`config.mk`:
```
export PLATFORM = sky130hd
export DESIGN_NAME = layer_gain_crossfade_controller
export DESIGN_NICKNAME = d
export VERILOG_FILES = /design/src/rtl/lgc_pkg.sv /design/src/rtl/lgc_div.sv /design/src/rtl/lgc_core.sv /design/src/rtl/layer_gain_crossfade_controller.sv
export SDC_FILE = /design/constraint.sdc
export NUM_CORES = 2
export LEC_CHECK = 0
export BUFFER_PORTS_ARGS = -buffer_cell sky130_fd_sc_hd__buf_2
export CORE_MARGIN = 2
export CORE_UTILIZATION = 45
export CTS_BUF_LIST = sky130_fd_sc_hd__clkbuf_8
export DETAILED_ROUTE_END_ITERATION = 12
export PLACE_DENSITY = 0.65
export SLEW_MARGIN = 15
export SYNTH_ARGS = -nofsm -noshare
export SYNTH_HDL_FRONTEND = slang
export SYNTH_SLANG_ARGS = --single-unit
```
`constraint.sdc`:
```
create_clock -name clk -period 18.7 [get_ports clk]
set_clock_uncertainty 0.2 [all_clocks]
set_input_delay 1.87 -clock clk [delete_from_list [all_inputs] [get_ports clk]]
set_output_delay 1.87 -clock clk [all_outputs]
set_load 0.02 [all_outputs]
```
`src/rtl/lgc_pkg.sv`:
```
// ----------------------------------------------------------------------------
// lgc_pkg
// Shared types, codes and constants of the layer gain crossfade controller.
// ----------------------------------------------------------------------------
`default_nettype none
package lgc_pkg;

  localparam int DEF_MAX_STATES   = 16;
  localparam int DEF_MAX_LAYERS   = 8;
  localparam int DEF_MAX_STINGERS = 16;

  localparam logic [15:0] ONE_Q15 = 16'h8000;
  localparam int          CMP_W   = 8;   // compare width for counts and indices
  localparam int          DVD_W   = 31;  // dt * 32768 fits in 31 bits

  typedef enum logic [2:0] {
    MODE_GAIN_WR  = 3'd0,
    MODE_TIME_WR  = 3'd1,
    MODE_STING_WR = 3'd2,
    MODE_SELECT   = 3'd3,
    MODE_LEVEL    = 3'd4,
    MODE_TICK     = 3'd5,
    MODE_READ     = 3'd6,
    MODE_TRIGGER  = 3'd7
  } mode_e;

  localparam logic [1:0] ST_OK        = 2'd0;
  localparam logic [1:0] ST_BAD_STATE = 2'd1;
  localparam logic [1:0] ST_BAD_STING = 2'd2;
  localparam logic [1:0] ST_RANGE     = 2'd3;

  localparam logic [1:0] EV_NONE    = 2'd0;
  localparam logic [1:0] EV_STATE   = 2'd1;
  localparam logic [1:0] EV_STINGER = 2'd2;

  localparam logic [1:0] REG_STATES   = 2'd0;
  localparam logic [1:0] REG_LAYERS   = 2'd1;
  localparam logic [1:0] REG_STINGERS = 2'd2;

  typedef struct packed {
    logic [4:0] states;
    logic [3:0] layers;
    logic [4:0] stingers;
  } cfg_t;

  typedef struct packed {
    logic [2:0]  mode;
    logic [3:0]  index;
    logic [2:0]  layer_sel;
    logic        layer_given;
    logic [15:0] value;
  } item_t;

  typedef struct packed {
    logic [1:0]  status;
    logic [1:0]  event_kind;
    logic [3:0]  event_index;
    logic [2:0]  event_layer;
    logic        event_layer_given;
    logic [15:0] event_level;
    logic [15:0] gain_out;
    logic [3:0]  settled_state;
    logic        settled_valid;
    logic        fading;
  } res_t;

endpackage
`default_nettype wire

```
`src/rtl/lgc_div.sv`:
```
// ----------------------------------------------------------------------------
// lgc_div
// Restoring divider, one quotient bit per cycle, for the fade increment.
// ----------------------------------------------------------------------------
`default_nettype none
module lgc_div (
  input  wire logic                     clk,
  input  wire logic                     rst_n,
  input  wire logic                     start_i,
  input  wire logic [lgc_pkg::DVD_W-1:0] dividend_i,
  input  wire logic [15:0]              divisor_i,
  output logic                          done_o,
  output logic [lgc_pkg::DVD_W-1:0]     quot_o
);
  import lgc_pkg::*;

  localparam int CNT_W = $clog2(DVD_W);

  logic             busy_r;
  logic             done_r;
  logic [CNT_W-1:0] cnt_r;
  logic [15:0]      rem_r;
  logic [15:0]      dsr_r;
  logic [DVD_W-1:0] q_r;
  logic [16:0]      rem_sh;
  logic [16:0]      diff;
  logic             qbit;

  always_comb begin
    rem_sh = {rem_r, q_r[DVD_W-1]};
    diff   = rem_sh - {1'b0, dsr_r};
    qbit   = (rem_sh >= {1'b0, dsr_r});
  end

  always_ff @(posedge clk) begin
    if (!rst_n) begin
      busy_r <= 1'b0;
      done_r <= 1'b0;
      cnt_r  <= '0;
      rem_r  <= '0;
      dsr_r  <= '0;
      q_r    <= '0;
    end else begin
      done_r <= !start_i && busy_r && (cnt_r == '0);
      if (start_i) begin
        busy_r <= 1'b1;
        cnt_r  <= CNT_W'(DVD_W - 1);
        rem_r  <= '0;
        dsr_r  <= divisor_i;
        q_r    <= dividend_i;
      end else if (busy_r) begin
        rem_r <= qbit ? diff[15:0] : rem_sh[15:0];
        q_r   <= {q_r[DVD_W-2:0], qbit};
        if (cnt_r == '0) begin
          busy_r <= 1'b0;
        end else begin
          cnt_r <= cnt_r - 1'b1;
        end
      end
    end
  end

  assign done_o = done_r;
  assign quot_o = q_r;
endmodule
`default_nettype wire

```
`src/rtl/lgc_core.sv`:
```
// ----------------------------------------------------------------------------
// lgc_core
// Sequencer around the gain, time, stinger and per-layer memories.
// ----------------------------------------------------------------------------
`default_nettype none
module lgc_core #(
  parameter int MAX_STATES   = lgc_pkg::DEF_MAX_STATES,
  parameter int MAX_LAYERS   = lgc_pkg::DEF_MAX_LAYERS,
  parameter int MAX_STINGERS = lgc_pkg::DEF_MAX_STINGERS
) (
  input  wire logic           clk,
  input  wire logic           rst_n,
  input  wire lgc_pkg::cfg_t  cfg_i,
  input  wire logic           start_i,
  input  wire lgc_pkg::item_t item_i,
  output logic                idle_o,
  output logic                res_valid_o,
  input  wire logic           res_take_i,
  output lgc_pkg::res_t       res_o
);
  import lgc_pkg::*;

  localparam int GDEPTH = MAX_STATES * MAX_LAYERS;
  localparam int GA_W   = (GDEPTH > 1) ? $clog2(GDEPTH) : 1;
  localparam int TA_W   = (MAX_STATES > 1) ? $clog2(MAX_STATES) : 1;
  localparam int SA_W   = (MAX_STINGERS > 1) ? $clog2(MAX_STINGERS) : 1;
  localparam int LW     = (MAX_LAYERS > 1) ? $clog2(MAX_LAYERS) : 1;

  typedef enum logic [3:0] {
    S_CLEAR, S_IDLE, S_EXEC, S_TCHK, S_SRD, S_DIV, S_LRD, S_LWR,
    S_GM1, S_GM2, S_GM3, S_DONE
  } st_t;

  // memories
  logic [15:0] gmem [GDEPTH];
  logic [15:0] tmem [MAX_STATES];
  logic [19:0] smem [MAX_STINGERS];
  logic [47:0] lmem [MAX_LAYERS];   // settled, fade start, fade end
  logic [15:0] gmem_q;
  logic [15:0] tmem_q;
  logic [19:0] smem_q;
  logic [47:0] lmem_q;

  logic            g_we, t_we, s_we, l_we;
  logic [GA_W-1:0] g_waddr, g_raddr;
  logic [TA_W-1:0] t_waddr, t_raddr;
  logic [SA_W-1:0] s_waddr, s_raddr;
  logic [LW-1:0]   l_waddr, l_raddr;
  logic [15:0]     g_wdata, t_wdata;
  logic [19:0]     s_wdata;
  logic [47:0]     l_wdata;

  st_t             st_r;
  logic [GA_W-1:0] clr_r;
  item_t           it_r;
  logic [LW-1:0]   lc_r;
  logic [15:0]     time_r;
  logic [15:0]     master_r;
  logic [15:0]     prog_r;
  logic [3:0]      cur_r;
  logic            cur_v_r;
  logic [3:0]      pend_r;
  logic            pend_v_r;
  logic [31:0]     acc_r;
  res_t            res_r;

  logic [CMP_W-1:0] n_states, n_layers, n_stingers;
  logic             over_one;
  logic [15:0]      tgt;
  logic [15:0]      mul_a, mul_b;
  logic [31:0]      mul_p;
  logic             div_start, div_done;
  logic [DVD_W-1:0] quot;
  logic [31:0]      psum;

  lgc_div u_div (
    .clk        (clk),
    .rst_n      (rst_n),
    .start_i    (div_start),
    .dividend_i ({it_r.value, 15'd0}),
    .divisor_i  (tmem_q),
    .done_o     (div_done),
    .quot_o     (quot)
  );

  always_comb begin
    n_states   = (CMP_W'(cfg_i.states) < CMP_W'(MAX_STATES)) ?
                 CMP_W'(cfg_i.states) : CMP_W'(MAX_STATES);
    n_layers   = (CMP_W'(cfg_i.layers) < CMP_W'(MAX_LAYERS)) ?
                 CMP_W'(cfg_i.layers) : CMP_W'(MAX_LAYERS);
    n_stingers = (CMP_W'(cfg_i.stingers) < CMP_W'(MAX_STINGERS)) ?
                 CMP_W'(cfg_i.stingers) : CMP_W'(MAX_STINGERS);
    over_one   = (it_r.value > ONE_Q15);
    tgt        = (CMP_W'(lc_r) < n_layers) ? gmem_q : 16'd0;
    psum       = {16'd0, prog_r} + {1'b0, quot};
  end

  // memory controls
  always_comb begin
    g_we = 1'b0; t_we = 1'b0; s_we = 1'b0; l_we = 1'b0;
    g_waddr = GA_W'(int'(it_r.index) * MAX_LAYERS + int'(it_r.layer_sel));
    t_waddr = TA_W'(it_r.index);
    s_waddr = SA_W'(it_r.index);
    l_waddr = lc_r;
    g_wdata = it_r.value;
    t_wdata = it_r.value;
    s_wdata = {it_r.layer_given, it_r.layer_sel, it_r.value};
    l_wdata = lmem_q;
    g_raddr = GA_W'(int'(it_r.index) * MAX_LAYERS + int'(lc_r));
    t_raddr = (it_r.mode == MODE_TICK) ? TA_W'(pend_r) : TA_W'(it_r.index);
    s_raddr = SA_W'(it_r.index);
    l_raddr = (st_r == S_EXEC || st_r == S_GM1) ? LW'(it_r.layer_sel) : lc_r;
    case (st_r)
      S_CLEAR: begin
        g_waddr = clr_r;
        t_waddr = TA_W'(clr_r);
        s_waddr = SA_W'(clr_r);
        l_waddr = LW'(clr_r);
        g_wdata = '0; t_wdata = '0; s_wdata = '0; l_wdata = '0;
        g_we    = 1'b1;
        t_we    = (int'(clr_r) < MAX_STATES);
        s_we    = (int'(clr_r) < MAX_STINGERS);
        l_we    = (int'(clr_r) < MAX_LAYERS);
      end
      S_EXEC: begin
        case (it_r.mode)
          MODE_GAIN_WR:  g_we = (CMP_W'(it_r.index) < CMP_W'(MAX_STATES)) && !over_one &&
                                (CMP_W'(it_r.layer_sel) < CMP_W'(MAX_LAYERS));
          MODE_TIME_WR:  t_we = (CMP_W'(it_r.index) < CMP_W'(MAX_STATES));
          MODE_STING_WR: s_we = (CMP_W'(it_r.index) < CMP_W'(MAX_STINGERS)) && !over_one;
          default: ;
        endcase
      end
      S_LWR: begin
        l_we = 1'b1;
        if (it_r.mode == MODE_SELECT) begin
          if (time_r == 16'd0) l_wdata = {tgt, lmem_q[31:0]};
          else                 l_wdata = {lmem_q[47:32], lmem_q[47:32], tgt};
        end else begin
          l_wdata = {lmem_q[15:0], lmem_q[31:0]};
        end
      end
      default: ;
    endcase
  end

  always_ff @(posedge clk) begin
    if (g_we) gmem[g_waddr] <= g_wdata;
    gmem_q <= gmem[g_raddr];
  end

  always_ff @(posedge clk) begin
    if (t_we) tmem[t_waddr] <= t_wdata;
    tmem_q <= tmem[t_raddr];
  end

  always_ff @(posedge clk) begin
    if (s_we) smem[s_waddr] <= s_wdata;
    smem_q <= smem[s_raddr];
  end

  always_ff @(posedge clk) begin
    if (l_we) lmem[l_waddr] <= l_wdata;
    lmem_q <= lmem[l_raddr];
  end

  // shared multiplier
  always_comb begin
    mul_a = acc_r[30:15];
    mul_b = master_r;
    case (st_r)
      S_GM1:   begin mul_a = lmem_q[31:16]; mul_b = ONE_Q15 - prog_r; end
      S_GM2:   begin mul_a = lmem_q[15:0];  mul_b = prog_r;           end
      default: ;
    endcase
    mul_p = mul_a * mul_b;
  end

  assign div_start = (st_r == S_TCHK) && (it_r.mode == MODE_TICK) && (tmem_q != 16'd0);

  always_ff @(posedge clk) begin
    if (!rst_n) begin
      st_r     <= S_CLEAR;
      clr_r    <= '0;
      it_r     <= '0;
      lc_r     <= '0;
      time_r   <= '0;
      master_r <= ONE_Q15;
      prog_r   <= '0;
      cur_r    <= '0;
      cur_v_r  <= 1'b0;
      pend_r   <= '0;
      pend_v_r <= 1'b0;
      acc_r    <= '0;
      res_r    <= '0;
    end else begin
      case (st_r)
        S_CLEAR: begin
          clr_r <= clr_r + 1'b1;
          if (int'(clr_r) == GDEPTH - 1) st_r <= S_IDLE;
        end
        S_IDLE: begin
          if (start_i) begin
            it_r  <= item_i;
            res_r <= '0;
            st_r  <= S_EXEC;
          end
        end
        S_EXEC: begin
          case (it_r.mode)
            MODE_GAIN_WR: begin
              st_r <= S_DONE;
              if (CMP_W'(it_r.index) >= CMP_W'(MAX_STATES)) res_r.status <= ST_BAD_STATE;
              else if (over_one)                          res_r.status <= ST_RANGE;
            end
            MODE_TIME_WR: begin
              st_r <= S_DONE;
              if (CMP_W'(it_r.index) >= CMP_W'(MAX_STATES)) res_r.status <= ST_BAD_STATE;
            end
            MODE_STING_WR: begin
              st_r <= S_DONE;
              if (CMP_W'(it_r.index) >= CMP_W'(MAX_STINGERS)) res_r.status <= ST_BAD_STING;
              else if (over_one)                            res_r.status <= ST_RANGE;
            end
            MODE_SELECT: begin
              if (CMP_W'(it_r.index) >= n_states) begin
                res_r.status <= ST_BAD_STATE;
                st_r         <= S_DONE;
              end else if (!(cur_v_r && cur_r == it_r.index && !pend_v_r)) begin
                st_r <= S_TCHK;
              end else begin
                st_r <= S_DONE;
              end
            end
            MODE_LEVEL: begin
              st_r <= S_DONE;
              if (over_one) res_r.status <= ST_RANGE;
              else          master_r     <= it_r.value;
            end
            MODE_TICK: begin
              if (pend_v_r && CMP_W'(pend_r) < n_states) st_r <= S_TCHK;
              else                                       st_r <= S_DONE;
            end
            MODE_READ: begin
              if (CMP_W'(it_r.layer_sel) < n_layers) st_r <= S_GM1;
              else                                   st_r <= S_DONE;
            end
            MODE_TRIGGER: begin
              if (CMP_W'(it_r.index) >= n_stingers) begin
                res_r.status <= ST_BAD_STING;
                st_r         <= S_DONE;
              end else begin
                st_r <= S_SRD;
              end
            end
            default: st_r <= S_DONE;
          endcase
        end
        S_TCHK: begin
          time_r <= tmem_q;
          lc_r   <= '0;
          if (it_r.mode == MODE_SELECT) st_r <= S_LRD;
          else if (tmem_q == 16'd0)     st_r <= S_DONE;
          else                          st_r <= S_DIV;
        end
        S_DIV: begin
          if (div_done) begin
            if (psum >= 32'(ONE_Q15)) begin
              prog_r <= ONE_Q15;
              st_r   <= S_LRD;
            end else begin
              prog_r <= psum[15:0];
              st_r   <= S_DONE;
            end
          end
        end
        S_LRD: st_r <= S_LWR;
        S_LWR: begin
          if (int'(lc_r) == MAX_LAYERS - 1) begin
            st_r <= S_DONE;
            if (it_r.mode == MODE_SELECT) begin
              prog_r <= '0;
              if (time_r == 16'd0) begin
                cur_r    <= it_r.index;
                cur_v_r  <= 1'b1;
                pend_r   <= '0;
                pend_v_r <= 1'b0;
                res_r.event_kind  <= EV_STATE;
                res_r.event_index <= it_r.index;
              end else begin
                pend_r   <= it_r.index;
                pend_v_r <= 1'b1;
              end
            end else begin
              cur_r    <= pend_r;
              cur_v_r  <= 1'b1;
              pend_r   <= '0;
              pend_v_r <= 1'b0;
              res_r.event_kind  <= EV_STATE;
              res_r.event_index <= pend_r;
            end
          end else begin
            lc_r <= lc_r + 1'b1;
            st_r <= S_LRD;
          end
        end
        S_GM1: begin
          if (pend_v_r) begin
            acc_r <= mul_p;
            st_r  <= S_GM2;
          end else begin
            acc_r <= {1'b0, lmem_q[47:32], 15'd0};
            st_r  <= S_GM3;
          end
        end
        S_GM2: begin
          acc_r <= acc_r + mul_p;
          st_r  <= S_GM3;
        end
        S_GM3: begin
          res_r.gain_out <= mul_p[30:15];
          st_r <= S_DONE;
        end
        S_SRD: begin
          res_r.event_kind        <= EV_STINGER;
          res_r.event_index       <= it_r.index;
          res_r.event_level       <= smem_q[15:0];
          res_r.event_layer       <= smem_q[18:16];
          res_r.event_layer_given <= smem_q[19];
          st_r <= S_DONE;
        end
        S_DONE: begin
          if (res_take_i) st_r <= S_IDLE;
        end
        default: st_r <= S_IDLE;
      endcase
    end
  end

  always_comb begin
    res_o               = res_r;
    res_o.settled_state = cur_r;
    res_o.settled_valid = cur_v_r;
    res_o.fading        = pend_v_r;
  end

  assign idle_o      = (st_r == S_IDLE);
  assign res_valid_o = (st_r == S_DONE);
endmodule
`default_nettype wire

```
`src/rtl/layer_gain_crossfade_controller.sv`:
```
// ----------------------------------------------------------------------------
// layer_gain_crossfade_controller
// Mix-state table with linear gain crossfades, stingers and gain reads.
// ----------------------------------------------------------------------------
//  channel  | direction | handshake         | payload
//  in_      | input     | in_valid/in_stall | mode index layer_sel layer_given value
//  out_     | output    | out_valid/out_stall | status, event fields, gain, settle
//  cfg      | APB       | psel/penable      | states, layers, stingers in use
//
//  Table writes and intensity need no table read; a gain read adds a blend
//  step while a fade is live; a stinger reads its table entry; a select
//  walks the layer slots through the per-layer memory port unless refused
//  or already settled; a tick with a live fade of nonzero time runs the
//  bit-serial divider, then walks the layer slots when the fade completes.
//  One item is in work at a time. After reset a clearing pass zeroes the
//  memories; in_stall stays high meanwhile, config writes are still taken.
//  A result waits in the output register under out_stall while the next
//  beat is accepted and worked; it is delivered once the register frees.
// ----------------------------------------------------------------------------
`default_nettype none
module layer_gain_crossfade_controller #(
  parameter int MAX_STATES   = lgc_pkg::DEF_MAX_STATES,
  parameter int MAX_LAYERS   = lgc_pkg::DEF_MAX_LAYERS,
  parameter int MAX_STINGERS = lgc_pkg::DEF_MAX_STINGERS
) (
  input  wire logic        clk,
  input  wire logic        rst_n,
  // input channel
  input  wire logic        in_valid,
  output logic             in_stall,
  input  wire logic [2:0]  in_mode,
  input  wire logic [3:0]  in_index,
  input  wire logic [2:0]  in_layer_sel,
  input  wire logic        in_layer_given,
  input  wire logic [15:0] in_value,
  // result channel
  output logic             out_valid,
  input  wire logic        out_stall,
  output logic [1:0]       out_status,
  output logic [1:0]       out_event_kind,
  output logic [3:0]       out_event_index,
  output logic [2:0]       out_event_layer,
  output logic             out_event_layer_given,
  output logic [15:0]      out_event_level,
  output logic [15:0]      out_gain_out,
  output logic [3:0]       out_settled_state,
  output logic             out_settled_valid,
  output logic             out_fading,
  // configuration
  input  wire logic        psel,
  input  wire logic        penable,
  input  wire logic        pwrite,
  input  wire logic [3:0]  paddr,
  input  wire logic [31:0] pwdata,
  output logic [31:0]      prdata,
  output logic             pready
);
  import lgc_pkg::*;

  cfg_t  cfg_r;
  item_t item;
  res_t  core_res;
  res_t  out_r;
  logic  out_valid_r;
  logic  core_idle;
  logic  core_res_valid;
  logic  out_free;
  logic  in_take;

  // register writes on the access cycle
  always_ff @(posedge clk) begin
    if (!rst_n) begin
      cfg_r <= '0;
    end else if (psel && penable && pwrite) begin
      case (paddr[3:2])
        REG_STATES:   cfg_r.states   <= pwdata[4:0];
        REG_LAYERS:   cfg_r.layers   <= pwdata[3:0];
        REG_STINGERS: cfg_r.stingers <= pwdata[4:0];
        default: ;
      endcase
    end
  end

  always_comb begin
    case (paddr[3:2])
      REG_STATES:   prdata = {27'd0, cfg_r.states};
      REG_LAYERS:   prdata = {28'd0, cfg_r.layers};
      REG_STINGERS: prdata = {27'd0, cfg_r.stingers};
      default:      prdata = '0;
    endcase
  end

  assign pready = 1'b1;

  // accept a beat whenever the sequencer is idle
  assign in_stall = !core_idle;
  assign in_take  = in_valid && core_idle;
  assign item     = '{mode: in_mode, index: in_index, layer_sel: in_layer_sel,
                      layer_given: in_layer_given, value: in_value};

  lgc_core #(
    .MAX_STATES   (MAX_STATES),
    .MAX_LAYERS   (MAX_LAYERS),
    .MAX_STINGERS (MAX_STINGERS)
  ) u_core (
    .clk         (clk),
    .rst_n       (rst_n),
    .cfg_i       (cfg_r),
    .start_i     (in_take),
    .item_i      (item),
    .idle_o      (core_idle),
    .res_valid_o (core_res_valid),
    .res_take_i  (out_free),
    .res_o       (core_res)
  );

  // output register: load when empty or draining this cycle
  assign out_free = !out_valid_r || !out_stall;

  always_ff @(posedge clk) begin
    if (!rst_n) begin
      out_valid_r <= 1'b0;
      out_r       <= '0;
    end else if (core_res_valid && out_free) begin
      out_valid_r <= 1'b1;
      out_r       <= core_res;
    end else if (!out_stall) begin
      out_valid_r <= 1'b0;
    end
  end

  assign out_valid             = out_valid_r;
  assign out_status            = out_r.status;
  assign out_event_kind        = out_r.event_kind;
  assign out_event_index       = out_r.event_index;
  assign out_event_layer       = out_r.event_layer;
  assign out_event_layer_given = out_r.event_layer_given;
  assign out_event_level       = out_r.event_level;
  assign out_gain_out          = out_r.gain_out;
  assign out_settled_state     = out_r.settled_state;
  assign out_settled_valid     = out_r.settled_valid;
  assign out_fading            = out_r.fading;
endmodule
`default_nettype wire

```
==> flow_metrics.py <==
metrics = {
    "run": {
        "cap_violations": 0,
    },
    "timing": {
        "period_share": 0.599,
        "slew_violations": 0,
        "min_period_ns": 11.20,
        "setup_tns_ns": 0,
        "slew_headroom": 0.190,
        "worst_slack_ns": 7.50,
        "worst-slew-pin-transition_ns": 1.21,
        "fmax_mhz": 89.3,
        "rsz0062_at_grt": "no",
        "finalSetupViolations": 0,
        "hold_viol_final": 0,
    },
    "placed_design": {
        "gp_congestion": 0.878,
        "dp_cells": 12100,
        "io_buffers": 97,
        "hpwl_um": 212000,
        "dp_slack_ns": 7.64,
    },
    "clock_network": {
        "clk_latency_ns": 1.19,
        "h-tree-depth": 6,
        "cts_inserted_buffers": 547,
        "clockBufferDepth": 4,
        "cts_tree": "done",
        "cts_resized": 0,
        "clk_pin_slew_ns": 0.07,
        "clock-sinks": 3417,
        "cts-root-buf": "clkbuf_8",
        "cts_hold_buffers": 0,
        "cts_setup_buffers": 0,
    },
    "floorplan": {
        "fp-row-count": 206,
        "start_util": 0.453,
        "core_area_um2": 315000,
        "num_io_pins": 155,
        "die_x_um": 568,
        "die-height_um": 568,
        "dieArea_um2": 322000,
    },
    "yosys": {
        "syn_avg_cell_area_um2": 17.8,
        "synth_top_area_frac": 0.632,
        "synth.cell_area_um2": 143000,
        "synth_largest_area_cell": "edfxtp_1",
        "yosysWarningCount": 0,
        "synth_cells": 8038,
        "yosys_register_bits": 3417,
        "yosysUniqueCellTypes": 86,
        "async_flop_share": 0,
        "synth_edf_count": 3008,
        "synth.area.top_cells": "edfxtp_1 (63%), mux4_2 (15%), dfxtp_1 (5.7%)",
        "yosysSeqAreaShare": 0.689,
        "synthFlopType": "edfxtp_1",
    },
    "layout": {
        "multi_input_area_um2": 42100,
        "nets": 8983,
        "drive_above_1_share": 0.242,
        "seq_area_um2": 98500,
        "area_delta_synth_final_pct": 11.6,
        "mostFrequentLayoutCells": "edfxtp_1 (3008), mux4_2 (932), nand2_1 (628)",
        "mostFrequentLayoutCell": "edfxtp_1",
        "final_cells": 13100,
        "fillers": 25400,
    },
    "setup_path": {
        "critical_path_class": "register to register",
        "cp_slowest_cell": "a21oi_1",
        "path_max_fanout": 64,
        "cp.required_ns": 19.49,
        "crit_arrival_ns": 11.99,
        "start_kind": "register",
        "crit_top_cell": "fa_1",
        "end_kind": "register",
        "max_stage_delay_ns": 0.78,
    },
    "route": {
        "drt_iter0_markers": 8169,
        "wl_um": 357000,
        "via_count": 76500,
        "drc": 0,
        "ant_nets": 0,
        "via_per_inst": 5.83,
        "wl_per_cell_um": 27.2,
        "dr.pass1.iters": 6,
    },
    "global_route": {
        "use_met1": 0.306,
        "grt_max_degree": 161,
        "use_met2": 0.347,
        "grt_pass1_vias": 77200,
        "antenna_found_initial": 26,
        "gr-total-overflow": 0,
        "grt-busiest-layer": "met2",
        "grt_pass1_wl_um": 520000,
        "grt_util_all_layers": 0.219,
        "grtUsageMet3": 0.0385,
    },
    "pwr": {
        "p_leak_uw": 0.0501,
        "p_per_area_nw_per_um2": 91.3,
        "ir_drop_mv": 0.0707,
    },
    "run_status": {
        "status": "complete, no violations",
    },
    "hold_path": {
        "hold_class": "register to register",
    },
}
[where the power goes]
| part | total, uW | internal (uW) | switching (uW) |
|---|---|---|---|
| clock network | 5980 | 3020 | 2960 |
| registers | 8350 | 8300 | 50.0 |
| logic | 237 | 81.4 | 156 |
| total | 14600 | 11400 | 3170 |
[metrics by stage]
step / instance area, um2 / hold WS (ns) / util / power, uW
global route: 160000 / 0.267 / 0.506 / 15000
global placement: 149000 / 0.232 / 0.473 / 8740
floorplan: 143000 / 0.217 / - / 8630
finish: 160000 / 0.241 / 0.506 / 14600
detailed placement: 149000 / 0.237 / 0.473 / 8750
CTS: 159000 / 0.243 / 0.505 / 14700
[synth_stat cells (17+ instances only)]
cell type,instances
clkbuf_1,273
nand2b_1,28
o21bai_1,18
xnor2_1,78
a21oi_1,316
and2_1,40
edfxtp_1,3008
o21a_1,17
nand2_1,630
a22o_1,20
a31oi_1,34
dfxtp_1,409
nor3_1,54
fa_1,196
and3_1,21
mux2i_1,106
nor2_1,521
xor2_1,25
nor2b_1,41
buf_2,79
a211oi_1,50
buf_4,37
o21ai_1,17
nand3_1,87
nand4_1,19
o21ai_0,125
mux4_2,932
a21o_1,55
mux2_2,67
nor4_1,20
inv_1,267
ha_1,184
buf_1,48
o211ai_1,19
[path summary, 6_finish.rpt]
path	from	end	slack (ns)	cells after the start
worst min register to register	u_core.res_o[13]$_SDFFE_PN0P_	out_gain_out[7]$_SDFFE_PN0P_	0.24	2
worst min-delay path	u_core.res_o[13]$_SDFFE_PN0P_	out_gain_out[7]$_SDFFE_PN0P_	0.24	2
worst max register to register	u_core.st_r[1]$_SDFFE_PN0P_	u_core.acc_r[30]$_SDFFE_PN0N_	7.50	33
worst max-delay path	u_core.st_r[1]$_SDFFE_PN0P_	u_core.acc_r[30]$_SDFFE_PN0N_	7.50	33
[layout make-up]
class                      instances  share of cell area
clock inverter                   380              0.0130
multi-input combinational       3937               0.264
clock buffer                     582              0.0502
tap                             4160              0.0326
sequential                      3417               0.617
inverter                         268             0.00635
timing repair buffer             362              0.0164
antenna                           16            0.000251
[routing by layer]
metal  up-vias  share of wire
met1     40100           0.42
met3       589          0.077
li1      32600              -
met2      3248           0.48
met4         6          0.033
met5         -        0.00010
[cell families after synthesis]
family	after synthesis	synth area share
xor gates and xnor gates	103	0.00631
DFF	3417	0.689
adders and majority gates	380	0.0435
muxes	1106	0.160
AOI/OAI and AO/OA	804	0.0355
buffers and inverters	710	0.0206
other	2	0.0000525
and+or+nand+nor	1516	0.0455
[state kept, by name (all words and copies together) (netlist names), 20 cells and up]
signal	count
u_core.u_div.quot_o	31
u_core.tmem	256
u_core.smem_q	20
u_core.gmem	2048
u_core.it_r	23
u_core.lmem	384
u_core.acc_r	31
u_core.lmem_q	48
u_core.smem	320
u_core.res_o	44
[critical path, delay by kind of cell (launching register included)]
kind                       cells  cell delay [ns]
buffers and inverters          4             0.82
DFF                            1             0.46
adders and majority gates      8             3.63
AOI/OAI and AO/OA             11             3.23
and+or+nand+nor                7             1.70
muxes                          3             0.98
Power figures use the tool's default switching activity.
